## config.mk

```make
export PLATFORM = sky130hd
export DESIGN_NAME = pps_disciplined_ms_timestamp
export DESIGN_NICKNAME = d
export VERILOG_FILES = /design/src/hw/rtl/pdt_pkg.sv /design/src/hw/rtl/pdt_round.sv /design/src/hw/rtl/pdt_core.sv /design/src/hw/rtl/pps_disciplined_ms_timestamp.sv
export SDC_FILE = /design/constraint.sdc
export NUM_CORES = 1
export LEC_CHECK = 0
export ABC_AREA = 1
export ABC_CLOCK_PERIOD_IN_PS = 7550
export BUFFER_PORTS_ARGS = -buffer_cell sky130_fd_sc_hd__buf_2
export CAP_MARGIN = 10
export CORE_MARGIN = 8
export CORE_UTILIZATION = 25
export CTS_CLUSTER_SIZE = 16
export DETAILED_ROUTE_END_ITERATION = 6
export PLACE_DENSITY = 0.49
export SLEW_MARGIN = 15
export SYNTH_ARGS = -nofsm -noshare
export SYNTH_HDL_FRONTEND = slang
export SYNTH_SLANG_ARGS = --single-unit
```

## constraint.sdc

```tcl
create_clock -name clk -period 7.55 [get_ports clk]
set_clock_uncertainty 0.05 [all_clocks]
set_input_delay 1.51 -clock clk [delete_from_list [all_inputs] [get_ports clk]]
set_output_delay 1.51 -clock clk [all_outputs]
set_load 0.02 [all_outputs]
```

## src/hw/rtl/pdt_pkg.sv

```systemverilog
// Shared types, constants and helpers for the PPS-disciplined ms timestamp.
// Used by pdt_round, pdt_core and pps_disciplined_ms_timestamp; no dependencies.
package pdt_pkg;

	// Timestamp and register widths
	localparam int TIME_WIDTH = 48;
	localparam int TICK_W     = 10;
	localparam int TMO_W      = 16;
	localparam int CFG_DATA_W = 16;
	localparam int MS_W       = 10;
	localparam int SUM_W      = 12;

	localparam logic [TICK_W-1:0] TICK_RST = TICK_W'(10);
	localparam logic [TMO_W-1:0]  TMO_RST  = TMO_W'(10000);

	// Milliseconds per second and the residue of the wrap span
	localparam int MS_PER_S = 1000;
	localparam logic [64:0] TIME_SPAN = 65'd1 << TIME_WIDTH;
	localparam int WRAP_MOD = int'(TIME_SPAN % 65'd1000);
	// Residue of a whole-second value once it has wrapped past the top
	localparam int WRAPPED_R_MOD = (MS_PER_S - WRAP_MOD) % MS_PER_S;

	// Rounding unit: fold 10-bit chunks by their weight 2^(10k) mod 1000
	localparam int CHUNK_W   = 10;
	localparam int FOLD_N    = 7;
	localparam int FOLD_IN_W = FOLD_N * CHUNK_W;
	localparam int FOLD_W    = 22;
	localparam logic [FOLD_N-1:0][CHUNK_W-1:0] FOLD_WT = {
		10'd976, 10'd624, 10'd776, 10'd824, 10'd576, 10'd24, 10'd1
	};

	typedef logic [TIME_WIDTH-1:0] time_t;
	typedef logic [MS_W-1:0]       ms_t;

	typedef enum logic [1:0] {
		OP_TICK    = 2'd0,
		OP_PPS     = 2'd1,
		OP_SET_GPS = 2'd2
	} op_t;

	typedef enum logic {
		CFG_TICK_MS      = 1'b0,
		CFG_SYNC_TIMEOUT = 1'b1
	} cfg_reg_t;

	typedef enum logic [1:0] {
		RND_IDLE,
		RND_FOLD,
		RND_REDUCE,
		RND_FINISH
	} rnd_state_t;

	// Rounding unit status toward the core
	typedef struct packed {
		logic  busy;
		time_t value;
		ms_t   value_mod;
	} rnd_stat_t;

	// One result as held in the core's state
	typedef struct packed {
		time_t time_now;
		logic  sample_strobe;
		logic  synced;
		logic  time_error;
	} result_t;

	// Reduce a value below 4000 modulo one thousand
	function automatic ms_t red_ms(input logic [SUM_W-1:0] v);
		logic [SUM_W-1:0] r;
		begin
			if (v >= SUM_W'(3 * MS_PER_S)) begin
				r = v - SUM_W'(3 * MS_PER_S);
			end else if (v >= SUM_W'(2 * MS_PER_S)) begin
				r = v - SUM_W'(2 * MS_PER_S);
			end else if (v >= SUM_W'(MS_PER_S)) begin
				r = v - SUM_W'(MS_PER_S);
			end else begin
				r = v;
			end
			red_ms = r[MS_W-1:0];
		end
	endfunction

	// Weighted chunk sum; congruent to the input modulo one thousand
	function automatic logic [FOLD_W-1:0] fold_ms(input logic [FOLD_IN_W-1:0] v);
		logic [FOLD_W-1:0] acc;
		begin
			acc = '0;
			for (int k = 0; k < FOLD_N; k++) begin
				acc = acc + FOLD_W'(v[k*CHUNK_W +: CHUNK_W]) * FOLD_W'(FOLD_WT[k]);
			end
			fold_ms = acc;
		end
	endfunction

endpackage

```

## src/hw/rtl/pdt_round.sv

```systemverilog
// GPS time store and round-up-to-whole-second unit.
// Depends on pdt_pkg; folds the GPS time to its residue mod 1000 in the fold and reduce states.
module pdt_round
	import pdt_pkg::*;
(
	input  logic      clk,
	input  logic      arst_n,
	input  logic      start,
	input  time_t     gps_time,
	output rnd_stat_t stat
);

	rnd_state_t          state_q, state_d;
	time_t               gps_q;
	logic [FOLD_W-1:0]   fold_q;
	ms_t                 rem_q;
	time_t               value_q;
	ms_t                 value_mod_q;

	logic [FOLD_W-1:0]   fold_b;
	ms_t                 pad;
	logic [TIME_WIDTH:0] round_sum;

	// Finish the fold, then pad up to the next whole second
	always_comb begin
		fold_b    = fold_ms(FOLD_IN_W'(fold_ms(FOLD_IN_W'(fold_q))));
		pad       = (rem_q == '0) ? '0 : MS_W'(MS_PER_S - int'(rem_q));
		round_sum = {1'b0, gps_q} + {{(TIME_WIDTH+1-MS_W){1'b0}}, pad};
	end

	// Sequence: idle, fold, reduce, finish
	always_comb begin
		state_d = state_q;
		unique case (state_q)
			RND_IDLE: begin
				if (start) state_d = RND_FOLD;
			end
			RND_FOLD: begin
				state_d = RND_REDUCE;
			end
			RND_REDUCE: begin
				state_d = RND_FINISH;
			end
			RND_FINISH: begin
				state_d = RND_IDLE;
			end
		endcase
	end

	always_ff @(posedge clk or negedge arst_n) begin
		if (!arst_n) begin
			state_q <= RND_IDLE;
		end else begin
			state_q <= state_d;
		end
	end

	// Hold the GPS time, fold it once, then reduce to the remainder
	always_ff @(posedge clk) begin
		if (state_q == RND_IDLE && start) begin
			gps_q <= gps_time;
		end else if (state_q == RND_FOLD) begin
			fold_q <= fold_ms(FOLD_IN_W'(gps_q));
		end else if (state_q == RND_REDUCE) begin
			rem_q <= red_ms(SUM_W'(fold_b));
		end
	end

	// Rounded value; zero after reset matches a zero GPS time
	always_ff @(posedge clk or negedge arst_n) begin
		if (!arst_n) begin
			value_q     <= '0;
			value_mod_q <= '0;
		end else if (state_q == RND_FINISH) begin
			value_q     <= round_sum[TIME_WIDTH-1:0];
			value_mod_q <= round_sum[TIME_WIDTH] ? MS_W'(WRAPPED_R_MOD) : '0;
		end
	end

	assign stat.busy      = (state_q != RND_IDLE);
	assign stat.value     = value_q;
	assign stat.value_mod = value_mod_q;

	a_start_idle: assert property (@(posedge clk) disable iff (!arst_n)
		start |-> state_q == RND_IDLE) else $error("round start while busy");
	a_rem_range: assert property (@(posedge clk) disable iff (!arst_n)
		state_q == RND_REDUCE |=> rem_q < MS_W'(MS_PER_S)) else $error("remainder out of range");
	a_finish_once: assert property (@(posedge clk) disable iff (!arst_n)
		state_q == RND_FINISH |=> state_q == RND_IDLE) else $error("finish not followed by idle");

endmodule

```

## src/hw/rtl/pdt_core.sv

```systemverilog
// Timestamp state and single-pass update for tick, PPS and set-GPS requests.
// Depends on pdt_pkg; takes the rounded GPS time from pdt_round.
module pdt_core
	import pdt_pkg::*;
(
	input  logic              clk,
	input  logic              arst_n,
	input  logic              adv,
	input  op_t               op,
	input  logic [TICK_W-1:0] tick_ms,
	input  logic [TMO_W-1:0]  sync_timeout_ms,
	input  rnd_stat_t         rnd,
	output logic              rnd_start,
	output result_t           result
);

	time_t cur_q, cur_d;
	ms_t   mod_q, mod_d;
	time_t last_pps_q, last_pps_d;
	logic  sync_q, sync_d;
	logic  err_q, err_d;
	logic  strobe_q, strobe_d;

	logic [TIME_WIDTH:0] tick_sum;
	logic [TIME_WIDTH:0] deadline;
	logic [SUM_W-1:0]    mod_sum;
	time_t               tick_cur;
	ms_t                 tick_mod;
	logic                tick_sync;
	logic                will_tick;
	time_t               c1;
	ms_t                 m1;
	logic                s1;

	// Tick arithmetic: advance time, track residue, test the sync deadline
	always_comb begin
		tick_sum  = {1'b0, cur_q} + (TIME_WIDTH+1)'(tick_ms);
		deadline  = {1'b0, last_pps_q} + (TIME_WIDTH+1)'(sync_timeout_ms);
		mod_sum   = SUM_W'(mod_q) + SUM_W'(tick_ms)
			+ (tick_sum[TIME_WIDTH] ? SUM_W'(WRAPPED_R_MOD) : '0);
		tick_cur  = tick_sum[TIME_WIDTH-1:0];
		tick_mod  = red_ms(mod_sum);
		tick_sync = sync_q && !({1'b0, tick_cur} > deadline);
		will_tick = (tick_ms <= TICK_W'(MS_PER_S))
			&& ({1'b0, mod_q} == (MS_W+1)'((MS_W+1)'(MS_PER_S) - (MS_W+1)'(tick_ms)));
	end

	// Next state per request
	always_comb begin
		cur_d      = cur_q;
		mod_d      = mod_q;
		last_pps_d = last_pps_q;
		sync_d     = sync_q;
		err_d      = err_q;
		strobe_d   = 1'b0;
		c1         = will_tick ? tick_cur : cur_q;
		m1         = will_tick ? tick_mod : mod_q;
		s1         = will_tick ? tick_sync : sync_q;
		unique case (op)
			OP_TICK: begin
				cur_d    = tick_cur;
				mod_d    = tick_mod;
				sync_d   = tick_sync;
				strobe_d = 1'b1;
			end
			OP_PPS: begin
				strobe_d = will_tick;
				cur_d    = c1;
				mod_d    = m1;
				sync_d   = s1;
				// Load the whole second; a mismatch while synced is an error
				if (rnd.value != '0) begin
					cur_d  = rnd.value;
					mod_d  = rnd.value_mod;
					sync_d = 1'b1;
					err_d  = err_q || (s1 && (c1 != rnd.value));
				end
				last_pps_d = cur_d;
			end
			OP_SET_GPS: begin
			end
			default: begin
			end
		endcase
	end

	always_ff @(posedge clk or negedge arst_n) begin
		if (!arst_n) begin
			cur_q      <= '0;
			mod_q      <= '0;
			last_pps_q <= '0;
			sync_q     <= 1'b0;
			err_q      <= 1'b0;
			strobe_q   <= 1'b0;
		end else if (adv) begin
			cur_q      <= cur_d;
			mod_q      <= mod_d;
			last_pps_q <= last_pps_d;
			sync_q     <= sync_d;
			err_q      <= err_d;
			strobe_q   <= strobe_d;
		end
	end

	assign rnd_start = adv && (op == OP_SET_GPS);

	assign result.time_now      = cur_q;
	assign result.sample_strobe = strobe_q;
	assign result.synced        = sync_q;
	assign result.time_error    = err_q;

	a_err_sticky: assert property (@(posedge clk) disable iff (!arst_n)
		err_q |=> err_q) else $error("error flag dropped");
	a_pps_load: assert property (@(posedge clk) disable iff (!arst_n)
		adv && op == OP_PPS && rnd.value != '0 |=> sync_q && cur_q == $past(rnd.value))
		else $error("PPS did not load rounded time");
	a_pps_mark: assert property (@(posedge clk) disable iff (!arst_n)
		adv && op == OP_PPS |=> last_pps_q == cur_q) else $error("PPS time not recorded");

endmodule

```

## src/hw/rtl/pps_disciplined_ms_timestamp.sv

```systemverilog
// Top level of the PPS-disciplined millisecond timestamp: handshakes and config.
// Depends on pdt_pkg, pdt_round and pdt_core.
//
//   channel | signals                                  | direction
//   in      | in_valid, in_stall, op, gps_time         | request in
//   out     | out_valid, out_stall, time_now, flags    | result out
//   cfg     | cfg_we, cfg_index, cfg_data              | register write
//
// One request per cycle for ticks and PPS pulses while out is not stalled and the
// rounding unit is idle; an accepted request updates the state as it advances.
// A set-GPS request starts the rounding unit, busy through its fold, reduce and
// finish states, while the next request waits in the input register. Reset clears
// the timestamp, flags and valids and loads default register values. A stall on
// out holds the result and backs up into in_stall.
module pps_disciplined_ms_timestamp
	import pdt_pkg::*;
(
	input  logic                  clk,
	input  logic                  arst_n,
	input  logic                  in_valid,
	output logic                  in_stall,
	input  logic [1:0]            op,
	input  logic [TIME_WIDTH-1:0] gps_time,
	output logic                  out_valid,
	input  logic                  out_stall,
	output logic [TIME_WIDTH-1:0] time_now,
	output logic                  sample_strobe,
	output logic                  synced,
	output logic                  time_error,
	input  logic                  cfg_we,
	input  logic                  cfg_index,
	input  logic [CFG_DATA_W-1:0] cfg_data
);

	logic              valid_s1;
	op_t               op_s1;
	time_t             gps_s1;
	logic              out_valid_q;
	logic [TICK_W-1:0] tick_ms_q;
	logic [TMO_W-1:0]  timeout_q;
	logic              adv;
	logic              rnd_start;
	rnd_stat_t         rnd;
	result_t           result;

	// Advance the held request into the state when the result slot frees up and the rounding unit is idle
	assign adv      = valid_s1 && !rnd.busy && (!out_valid_q || !out_stall);
	assign in_stall = valid_s1 && !adv;

	// Input register
	always_ff @(posedge clk or negedge arst_n) begin
		if (!arst_n) begin
			valid_s1 <= 1'b0;
		end else if (in_valid && !in_stall) begin
			valid_s1 <= 1'b1;
		end else if (adv) begin
			valid_s1 <= 1'b0;
		end
	end

	always_ff @(posedge clk) begin
		if (in_valid && !in_stall) begin
			op_s1  <= op_t'(op);
			gps_s1 <= gps_time;
		end
	end

	// Result valid; payload is the core state itself
	always_ff @(posedge clk or negedge arst_n) begin
		if (!arst_n) begin
			out_valid_q <= 1'b0;
		end else if (adv) begin
			out_valid_q <= 1'b1;
		end else if (!out_stall) begin
			out_valid_q <= 1'b0;
		end
	end

	// Configuration registers
	always_ff @(posedge clk or negedge arst_n) begin
		if (!arst_n) begin
			tick_ms_q <= TICK_RST;
			timeout_q <= TMO_RST;
		end else if (cfg_we) begin
			unique case (cfg_reg_t'(cfg_index))
				CFG_TICK_MS:      tick_ms_q <= cfg_data[TICK_W-1:0];
				CFG_SYNC_TIMEOUT: timeout_q <= cfg_data[TMO_W-1:0];
				default: begin
				end
			endcase
		end
	end

	pdt_round u_round (
		.clk      (clk),
		.arst_n   (arst_n),
		.start    (rnd_start),
		.gps_time (gps_s1),
		.stat     (rnd)
	);

	pdt_core u_core (
		.clk             (clk),
		.arst_n          (arst_n),
		.adv             (adv),
		.op              (op_s1),
		.tick_ms         (tick_ms_q),
		.sync_timeout_ms (timeout_q),
		.rnd             (rnd),
		.rnd_start       (rnd_start),
		.result          (result)
	);

	assign out_valid     = out_valid_q;
	assign time_now      = result.time_now;
	assign sample_strobe = result.sample_strobe;
	assign synced        = result.synced;
	assign time_error    = result.time_error;

	a_hold_busy: assert property (@(posedge clk) disable iff (!arst_n)
		rnd.busy |-> !adv) else $error("request advanced while rounding");
	a_adv_result: assert property (@(posedge clk) disable iff (!arst_n)
		adv |=> out_valid_q) else $error("advanced request produced no result");
	a_stall_held: assert property (@(posedge clk) disable iff (!arst_n)
		in_stall |-> valid_s1) else $error("stall with empty input register");

endmodule
```

==> flow_metrics.tcl <==
set metrics [dict create \
    n_fill_cell 12300 \
    min_from "gps_s1[12]" \
    cp_top_family "adder cells" \
    core_um2 112000 \
    crit_type "reg -> reg" \
    wl_per_cell_um 17.8 \
    die_height_um 352 \
    fin_nets 4380 \
    worstMarginPinSlew_ns 1.06 \
    tns_ns 0 \
    synth_area_leaders "dfrtp_1, nand2_1, edfxtp_1, ha_1, inv_1" \
    root_buffer "clkbuf_16" \
    r2r_cells 33 \
    drt-total-wl_um 97300 \
    design.die.area_um2 124000 \
    r2r-end "u_round.rem_q[6]" \
    area_growth_pct 14.1 \
    cts_made_buffers 42 \
    wl_met1_um 44500 \
    syn-instance-count 3815 \
    die_w_um 352 \
    grt_pass1_wl_um 147000 \
    min_period_ns 6.91 \
    holdPathStages 0 \
    yosysTopAreaCell "dfrtp_1" \
    fin_area_um2 32100 \
    grt_max_degree 89 \
    ant_nets 0 \
    vias_per_cell 4.60 \
    htreeDepth 2 \
    path_common_cell "nand2_1" \
    cp.depth 33 \
    synth_area_um2 28200 \
    tritoncts "done" \
    final_common_cell "nand2_1" \
    cpPeakStageDelay_ns 0.47 \
    hold-path-endpoint "u_round.gps_q[12]" \
    max_cap_viol_count 0 \
    cpMaxStageDelayCell "fa_1" \
    crit_required_ns 7.83 \
    clk_latency_ns 0.60 \
    synthFlopType "dfrtp_1" \
    async_flop_share_pct 59.1 \
    finalHoldViolCount 0 \
    final_cell_mix "nand2_1, inv_1, ha_1" \
    antenna_found_initial 1 \
    start_util_pct 25.1 \
    clockBufferDepth 3 \
    via_count 25200 \
    hold_class "reg -> reg" \
    placed_cell_area_um2 30600 \
    status "complete, no violations" \
    start_kind "flop" \
    dr_wl_met3_um 5380 \
    cp_num_buf_inv 1 \
    rrSetupSlack_ns 0.64 \
    avgSynthCellArea_um2 7.39 \
    drt_first_pass_iters 5 \
    drtIter0Drc 1640 \
    drive_gt1_share_pct 6.96 \
    post-route-period-util_pct 91.5 \
    cts.sinks 318 \
    synth_seq_cells 318 \
    setup_viol 0 \
    worstSetupEndpointType "flop" \
    grt_pass1_vias 24600 \
    drv_slew 0 \
    r2r-start "u_round.fold_q[11]" \
    ys_warn_count 0 \
    hold-worst-slack_ns 0.354 \
    top_layer "met4" \
    synth_edf_count 130 \
    synth_cell_types 52 \
    cp_max_fo 13 \
    fmax_mhz 145 \
    clk_transition_reported_paths_ns 0.06 \
    wl_met2_um 44200 \
    overflow 0 \
    place_hpwl_um 77600 \
    io_pins 125 \
    yosys.area.top_type_share_pct 16.1 \
    drcViolationCount 0 \
    num_rows 123 \
    crit_arrival_ns 7.19 \
    port_buffers 124 \
    ys_seq_area_share_pct 30.6 \
    slew_headroom_pct 29.2 \
    postCtsHoldBufs 0 \
    gp_congestion 0.967 \
    grt_usage_pct 15.4 \
]
[timing repair]
| action | 4_1_cts | 5_1_grt |
|---|---|---|
| endpoints found under the hold margin | 0 | 0 |
| resized for setup | 0 | 11 |
| endpoints found under the setup margin | 0 | 7 |
| setup buffers | 0 | 1 |
[worst max path at each step]
| stage | slack (ns) | start | endpoint |
|---|---|---|---|
| floorplan | 1.07 | u_round.fold_q[11] | u_round.rem_q[8] |
| global placement | 0.34 | u_round.fold_q[11] | u_round.rem_q[8] |
| detailed placement | 0.31 | u_round.fold_q[11] | u_round.rem_q[6] |
| CTS | 0.25 | u_round.fold_q[12] | u_round.rem_q[6] |
| global route | -0.005 | u_round.fold_q[11] | u_round.rem_q[5] |
| finish | 0.64 | u_round.fold_q[11] | u_round.rem_q[6] |
[worst reg2reg max path, delay by kind of cell, from the launching register on]
kind            cells  cell delay [ns]
fa+ha+maj           7             2.46
buf+inv             1             0.10
simple gates       10             0.93
xor+xnor            4             0.87
compound gates     11             1.82
flops               1             0.44
[Yosys cell counts, types with 7 or more instances]
library cell     n
a21o_1           9
a21oi_1        171
a31oi_1         10
buf_2            9
clkbuf_1        45
dfrtp_1        181
dfstp_2          7
edfxtp_1       130
fa_1            62
ha_1           299
inv_1          577
nand2_1       1059
nand2_2          7
nand3_1        263
nand3b_1        10
nand4_1         57
nor2_1         252
nor3_1          48
nor4_1          19
o211ai_1        18
o21a_1           7
o21ai_0        228
o21ai_1         15
o21bai_1        13
o22ai_1         28
xnor2_1         65
xor2_1         154
[logic make-up after synthesis]
logic type / Yosys count / synth area share [%]
and+or+nand+nor: 1738 / 25.7
buffers and inverters: 650 / 8.86
AOI/OAI and AO/OA: 522 / 10.1
adders and majority gates: 361 / 17.7
DFF: 318 / 30.6
xor gates and xnor gates: 219 / 6.81
muxes: 6 / 0.240
other: 1 / 0.0133
[area by class of cell]
type	count	area (um2)	share of cell area [%]
tap	1500	1880	5.84
clock inverter	21	262	0.813
clock buffer	55	1190	3.71
antenna	1	2.50	0.00778
sequential	318	8620	26.8
timing repair buffer	152	840	2.61
inverter	584	2190	6.82
multi-input combinational	2849	17200	53.4
[sequential cells by signal (all words and copies together), names as in the netlist]
| signal | count |
|---|---|
| tick_ms_q | 10 |
| u_core.strobe_q | 1 |
| gps_s1 | 48 |
| u_round.fold_q | 22 |
| timeout_q | 16 |
| u_core.cur_q | 48 |
| u_core.sync_q | 1 |
| u_round.value_mod_q | 1 |
| u_round.state_q | 2 |
| valid_s1 | 1 |
| u_core.last_pps_q | 48 |
| u_round.rem_q | 10 |
| u_core.err_q | 1 |
| u_core.mod_q | 10 |
| u_round.value_q | 48 |
| out_valid | 1 |
| u_round.gps_q | 48 |
| op_s1 | 2 |
[per-stage QoR]
step / std cells / setup WS (ns) / utilization (%)
floorplan: 3817 / 1.07 / -
global placement: 5402 / 0.340 / 27.3
detailed placement: 5402 / 0.313 / 27.3
CTS: 5478 / 0.246 / 28.6
global route: 5479 / -0.00500 / 28.7
finish: 5480 / 0.639 / 28.7
[metal layers]
| layer | global-route usage [%] | vias up |
|---|---|---|
| li1 | - | 12700 |
| met1 | 20.4 | 11800 |
| met2 | 25.6 | 575 |
| met3 | 2.59 | 139 |
| met4 | 4.94 | 0 |
| met5 | 0 | - |
Power is left out: the tool's default activity adds up to more than one toggle a clock period on the data nets, which glitch-free logic cannot reach.
